**src/rtl/core/vid_pkg.sv**
```systemverilog
// Package for the vertex index dedup block: sizes, beat types, key RAM request.
// No dependencies; used by every module under rtl/core.
package vid_pkg;

	localparam int TABLE_ENTRIES = 4096;
	localparam int INDEX_BITS    = 16;

	localparam int IN_FIELD_W  = 16;
	localparam int OUT_IDX_W   = 12;
	localparam int ADDR_W      = $clog2(TABLE_ENTRIES);
	localparam int CNT_W       = $clog2(TABLE_ENTRIES + 1);
	// only the low INDEX_BITS of each 16-bit field take part in the key
	localparam int KEY_FIELD_W = (INDEX_BITS < IN_FIELD_W) ? INDEX_BITS : IN_FIELD_W;
	localparam int KEY_W       = 3 * KEY_FIELD_W;

	typedef struct packed {
		logic                  group_start;
		logic [IN_FIELD_W-1:0] position_index;
		logic [IN_FIELD_W-1:0] normal_index;
		logic [IN_FIELD_W-1:0] texcoord_index;
	} in_beat_t;

	typedef struct packed {
		logic [OUT_IDX_W-1:0] out_index;
		logic                 was_new;
		logic                 overflow;
	} out_beat_t;

	typedef struct packed {
		logic              we;
		logic [ADDR_W-1:0] waddr;
		logic [KEY_W-1:0]  wdata;
		logic              re;
		logic [ADDR_W-1:0] raddr;
	} ram_req_t;

	function automatic logic [KEY_W-1:0] make_key(input in_beat_t b);
		return {b.position_index[KEY_FIELD_W-1:0],
			b.normal_index[KEY_FIELD_W-1:0],
			b.texcoord_index[KEY_FIELD_W-1:0]};
	endfunction

	// low OUT_IDX_W bits of a compact index, zero-extended if narrower
	function automatic logic [OUT_IDX_W-1:0] to_out_index(input logic [CNT_W-1:0] idx);
		logic [CNT_W+OUT_IDX_W-1:0] w;
		w = (CNT_W + OUT_IDX_W)'(idx);
		return w[OUT_IDX_W-1:0];
	endfunction

endpackage

```
**src/rtl/core/vid_scan_ctrl.sv**
```systemverilog
// Lookup/insert sequencer: scans the key RAM below the entry count, then returns the hit
// index, appends the key, or flags overflow if the table is full. Depends on vid_pkg.
module vid_scan_ctrl (
	input  logic                      clk,
	input  logic                      arst_n,
	input  logic                      start,
	input  vid_pkg::in_beat_t         corner,
	output logic                      busy,
	output logic                      done,
	output vid_pkg::out_beat_t        result,
	output vid_pkg::ram_req_t         ram_req,
	input  logic [vid_pkg::KEY_W-1:0] ram_rdata
);

	localparam logic ST_IDLE = 1'b0;
	localparam logic ST_SCAN = 1'b1;

	logic                      state_q;
	logic [vid_pkg::CNT_W-1:0] count_q;
	logic [vid_pkg::CNT_W-1:0] issue_ptr_q;
	logic                      rvalid_s1;
	logic [vid_pkg::CNT_W-1:0] ridx_s1;
	logic [vid_pkg::KEY_W-1:0] key_q;
	logic                      done_q;
	vid_pkg::out_beat_t        result_q;

	logic hit, miss, full, issue, accept;

	assign accept = start && (state_q == ST_IDLE);
	assign hit    = rvalid_s1 && (ram_rdata == key_q);
	// every entry below the count has been read and compared
	assign miss   = (state_q == ST_SCAN) && !rvalid_s1 && (issue_ptr_q == count_q);
	assign full   = (count_q == vid_pkg::CNT_W'(vid_pkg::TABLE_ENTRIES));
	assign issue  = (state_q == ST_SCAN) && !hit && (issue_ptr_q != count_q);

	always_comb begin
		ram_req.re    = issue;
		ram_req.raddr = issue_ptr_q[vid_pkg::ADDR_W-1:0];
		ram_req.we    = miss && !full;
		ram_req.waddr = count_q[vid_pkg::ADDR_W-1:0];
		ram_req.wdata = key_q;
	end

	always_ff @(posedge clk or negedge arst_n) begin
		if (!arst_n) begin
			state_q     <= ST_IDLE;
			count_q     <= '0;
			issue_ptr_q <= '0;
			rvalid_s1   <= 1'b0;
			done_q      <= 1'b0;
		end else begin
			done_q    <= 1'b0;
			rvalid_s1 <= issue;
			unique case (state_q)
				ST_IDLE: begin
					if (accept) begin
						issue_ptr_q <= '0;
						if (corner.group_start) begin
							count_q <= '0;
						end
						state_q <= ST_SCAN;
					end
				end
				ST_SCAN: begin
					if (issue) begin
						issue_ptr_q <= issue_ptr_q + 1'b1;
					end
					if (hit || miss) begin
						done_q  <= 1'b1;
						state_q <= ST_IDLE;
					end
					if (miss && !full) begin
						count_q <= count_q + 1'b1;
					end
				end
				default: state_q <= ST_IDLE;
			endcase
		end
	end

	always_ff @(posedge clk) begin
		if (accept) begin
			key_q <= vid_pkg::make_key(corner);
		end
		if (issue) begin
			ridx_s1 <= issue_ptr_q;
		end
		if (hit) begin
			result_q.out_index <= vid_pkg::to_out_index(ridx_s1);
			result_q.was_new   <= 1'b0;
			result_q.overflow  <= 1'b0;
		end else if (miss && full) begin
			result_q.out_index <= '0;
			result_q.was_new   <= 1'b0;
			result_q.overflow  <= 1'b1;
		end else if (miss) begin
			result_q.out_index <= vid_pkg::to_out_index(count_q);
			result_q.was_new   <= 1'b1;
			result_q.overflow  <= 1'b0;
		end
	end

	assign busy   = (state_q != ST_IDLE);
	assign done   = done_q;
	assign result = result_q;

	a_count_bound: assert property (@(posedge clk) disable iff (!arst_n)
		count_q <= vid_pkg::CNT_W'(vid_pkg::TABLE_ENTRIES))
		else $error("entry count beyond table size");
	a_ptr_bound: assert property (@(posedge clk) disable iff (!arst_n)
		issue_ptr_q <= count_q)
		else $error("scan pointer ran past entry count");
	a_no_write_full: assert property (@(posedge clk) disable iff (!arst_n)
		ram_req.we |-> (count_q < vid_pkg::CNT_W'(vid_pkg::TABLE_ENTRIES)))
		else $error("key write into a full table");
	a_done_after_scan: assert property (@(posedge clk) disable iff (!arst_n)
		done_q |-> ($past(state_q) == ST_SCAN) && (state_q == ST_IDLE))
		else $error("result beat without a finished scan");
	a_rvalid_scan: assert property (@(posedge clk) disable iff (!arst_n)
		rvalid_s1 |-> (state_q == ST_SCAN))
		else $error("read data arrives outside a scan");

endmodule

```
**config.mk**
```make
export PLATFORM = sky130hd
export DESIGN_NAME = vid_scan_ctrl
export DESIGN_NICKNAME = d
export VERILOG_FILES = /design/src/rtl/core/vid_pkg.sv /design/src/rtl/core/vid_scan_ctrl.sv
export SDC_FILE = /design/constraint.sdc
export NUM_CORES = 1
export LEC_CHECK = 0
export ABC_CLOCK_PERIOD_IN_PS = 5000
export BUFFER_PORTS_ARGS = -buffer_cell sky130_fd_sc_hd__buf_2
export CORE_MARGIN = 2
export CORE_UTILIZATION = 53
export DETAILED_ROUTE_END_ITERATION = 10
export GPL_ROUTABILITY_DRIVEN = 0
export PLACE_DENSITY = 0.86
export RECOVER_POWER = 25
export SLEW_MARGIN = 10
export SYNTH_ARGS = -nofsm -noshare
export SYNTH_HDL_FRONTEND = slang
export SYNTH_SLANG_ARGS = --single-unit
export TNS_END_PERCENT = 30
```
**constraint.sdc**
```tcl
create_clock -name clk -period 5 [get_ports clk]
set_input_delay 0.75 -clock clk [delete_from_list [all_inputs] [get_ports clk]]
set_output_delay 0.75 -clock clk [all_outputs]
set_load 0.005 [all_outputs]
```
; ---- Word-level counts from Yosys, hierarchy flattened
; Index checks and enable logic that the tools add are counted.
; W data, S select, Z words.
[classes]
eq_ne = 8
mux = 15
bitwise_logic = 1
n_addsub = 2
n_reduce_logical = 17
[ops]
columns = op, n
row1 = $mux W13, 5
row2 = $pmux W13 S2, 2
row3 = $eq A48 B48 Y1, 1
row4 = $mux W14, 3
row5 = $add A13 B1 Y13 const B, 2
row6 = $eq A13 B13 Y1, 1
row7 = $eq A13 B13 Y1 const B, 1
row8 = $ne A13 B13 Y1, 1
row9 = $logic_and A1 B1 Y1, 8
row10 = $ne A2 B2 Y1 const B, 3
row11 = $mux W1, 4
row12 = $logic_not A1 Y1, 3
row13 = $reduce_and A3 Y1, 1
row14 = $reduce_bool A3 Y1, 1
row15 = $ne A2 B1 Y1 const B, 1
row16 = $pmux W1 S2, 1
row17 = $reduce_and A2 Y1, 1
row18 = $reduce_bool A2 Y1, 1
row19 = $reduce_or A2 Y1, 1
row20 = $logic_or A1 B1 Y1, 1
row21 = $not A1 Y1, 1
[totals]
wordCells = 53
register_bits = 103
input_bits = 100
output_inout_bits = 90

; ---- Longest topological paths before layout
[depth]
ltp_word = 7
mapped_depth = 8
mapped_depth_nobuf = 7

; ---- Least setup slack after synthesis
; No wires, ideal clock.
[synth_path]
kind = input to output
startpoint = input port ram_rdata[40] in the netlist's numbering
endpoint = output port ram_req[12] in the netlist's numbering
stages = 7
path_slack_ps = 1934
t_arrival_ps = 2316
path_cell_list = xnor2_1 > o211ai_1 > a2111oi_0 > and4_1 > clkbuf_1 > nor2_1 > buf_4
[synth_via]
elab_chain_len = 5
[synth_lines]
columns = item, line
row1 = from (decl), vid_scan_ctrl.sv:12  ; input logic [vid_pkg::KEY_W-1:0] ram_rdata
row2 = $eq A48 B48 Y1, vid_scan_ctrl.sv:30  ; assign hit = rvalid_s1 && (ram_rdata == key_q);
row3 = $logic_and A1 B1 Y1, vid_scan_ctrl.sv:30
row4 = $logic_not A1 Y1, vid_scan_ctrl.sv:34  ; assign issue = (state_q == ST_SCAN) && !hit && (issue_ptr_q != count_q);
row5 = $logic_and A1 B1 Y1 (2 in a row), vid_scan_ctrl.sv:34
row6 = to (decl), vid_scan_ctrl.sv:11  ; output vid_pkg::ram_req_t ram_req,
; No other way between the ends.

==> qor.csv <==
metric,value,unit
"Seq/Total Area, Yosys",60.9,%
CTS-repair resized insts,0,
Post-CTS Setup Inserts,0,
total number of vias,3638,
detailed-placement wirelength estimate,8880,µm
worst relative slew slack,-6.29,%
Tcrit/Tclk final,66.6,%
# H-tree levels,3,
Synth area leaders,"edfxtp_1, dfrtp_1, xnor2_1, buf_4, a22o_1",
failing checks,"capacitance limit, slew limit",
DR pass1 iterations,4,
DRC viols,0,
clock latency on the worst-skew pair,0.36,ns
reg2reg path depth,6,
first-pass GRT wire length,18200,µm
"flops & latches, synth",103,
die height,99.3,µm
"leading cell type in the layout, fill and taps excluded",buf_2,
Gate Count Post-Synth,367,
outcome,finished with violations,
WP data required,4.25,ns
setup total negative slack,0,ns
WL/cell,18.0,µm
Fill cells,659,
internal power,1.52,mW
hold slack,0.487,ns
Comb power frac,21.1,%
critical path class,in2out,
share of cells above drive strength 1,38.9,%
total track usage,23.6,%
Setup Viol. Count Final,0,
Worst Hold Class,reg2reg,
DRT antenna net count,0,
RSZ-0062 raised after global routing,false,
skew final,0.0145,ns
Initial DRC Count,156,
most frequent cells in the layout,"buf_2, edfxtp_1, xnor2_1",
Bufs on Longest Clock Path,2,
part of the power in registers,55.5,%
CTS root buffer,clkbuf_8,
worst slew pin tran,1.59,ns
Final #Nets,635,
die area,0.00986,mm²
P_sw,644,µW
post-synth top area cell,edfxtp_1,
Starting Density,54.9,%
Synth cell types,50,
number of max-cap violations,1,
Placeable Area,0.00876,mm²
syn avg cell area,13.1,µm²
"critical path fanouts, max",16,
critical path endpoint category,primary output,
vias per cell,5.64,
Startpoint Class,input pin,
Pins Over Slew Limit,30,
"Top FF cell, synth",edfxtp_1,
WP data arrival,2.58,ns
post-synth top area share,44.9,%
syn nets,470,
static leakage,2.52,nW
Sink Count,103,
Hold Crit Depth,1,
FP Rows,34,
GRT Residual Overflow,0,
cts bufs inserted,9,
"Warnings, synthesis",0,
Worst VDD drop,0.154,mV
largest net degree at the start of global routing,36,
Area Overhead vs Synth,21.6,%
area of the mapped netlist,0.00481,mm²
Final min period,3.33,ns
CTS tree,built,
"EDFF count, synth",72,
Fin. Hold Viols,0,
IO Count,190,
fraction of registers with async set/reset,28.2,%
Sw Share,29.8,%
CTS Hold Bufs,0,
clock group share of total power,23.4,%
power density over the cells,370,mW/mm²
"Reg clk slew, reported paths",0.09,ns
die span in x,99.3,µm
fmax,300,MHz
antenna violations before repair,0,
vias in the first global route,3727,
port bufs,189,
ANT cells,0,
final WL,11600,µm
[layout make-up]
class	count	area [µm²]	share of cell area, %
inverter	8	30.0	0.513
tap	108	135	2.31
multi-input combinational	217	1600	27.4
sequential	103	2930	50.1
clock inverter	3	42.5	0.727
clock buffer	13	139	2.37
timing repair buffer	193	973	16.6
[power groups by stage]
stage	registers (mW)	clock network, mW	logic, mW
floorplan	1.17	0	0.348
global placement	1.20	0	0.437
detailed placement	1.21	0	0.459
CTS	1.20	0.512	0.462
global route	1.22	0.540	0.500
finish	1.20	0.506	0.457
[critical path: stages]
cell     delay [ns]
buf_2          0.11
xnor2_1        0.14
nand4_1        0.13
nor4_1         0.47
and4_1         0.68
nor2_1         0.13
buf_2          0.16
[cells in the mapped netlist (6+ instances only)]
cell	count
nand4_1	13
nand3_1	6
nor2_1	17
nand2_1	20
inv_1	8
xnor2_1	59
o211ai_1	12
o31ai_1	8
a22o_1	13
buf_2	9
edfxtp_1	72
dfrtp_1	29
buf_4	25
xor2_1	7
[final timing paths]
kind / from / to / slack [ns]
max reg2reg: key_q[7] / result[12] / 2.15
min reg2reg: result[1] / result[1] / 0.49
max: ram_rdata[7] / ram_req[12] / 1.67
min: result[1] / result[1] / 0.49
max in group asynchronous: arst_n / issue_ptr_q[4] / 3.29
min in group asynchronous: arst_n / count_q[2] / 0.78
[through the flow]
step | cell area (µm²) | util (%) | instances | power [mW] | worst slack, ns
after floorplan | 4810 | - | 367 | 1.51 | 1.93
after global routing | 5850 | 66.7 | 645 | 2.26 | 1.38
after global placement | 5670 | 64.7 | 629 | 1.64 | 1.65
final | 5850 | 66.7 | 645 | 2.16 | 1.67
after detailed placement | 5670 | 64.7 | 629 | 1.67 | 1.69
after CTS | 5850 | 66.8 | 645 | 2.17 | 1.69
[registers in the layout (all words and copies together) (netlist names)]
name and flops:
key_q 48, result 14, count_q 13, issue_ptr_q 13, ridx_s1 12, busy 1, done 1, rvalid_s1 1
[layer usage]
metal  part of all wire, %  routed length (µm)  global-route usage, %  vias up
met5                     0                   0                      0        -
met4                   2.4                 284                   10.1        0
met1                    38                4460                   29.0     1785
met2                    53                6110                   41.0      162
li1                      -                   -                      -     1667
met3                   6.4                 747                   4.57       24
[cells by family after synthesis]
family | count (synthesis) | synth area share [%]
fa+ha+maj | 3 | 0.780
simple gates | 87 | 10.3
buf+inv | 47 | 5.85
mux | 5 | 1.07
xor+xnor | 66 | 12.0
compound gates | 56 | 9.13
flops | 103 | 60.9
Power figures use the tool's default switching activity.
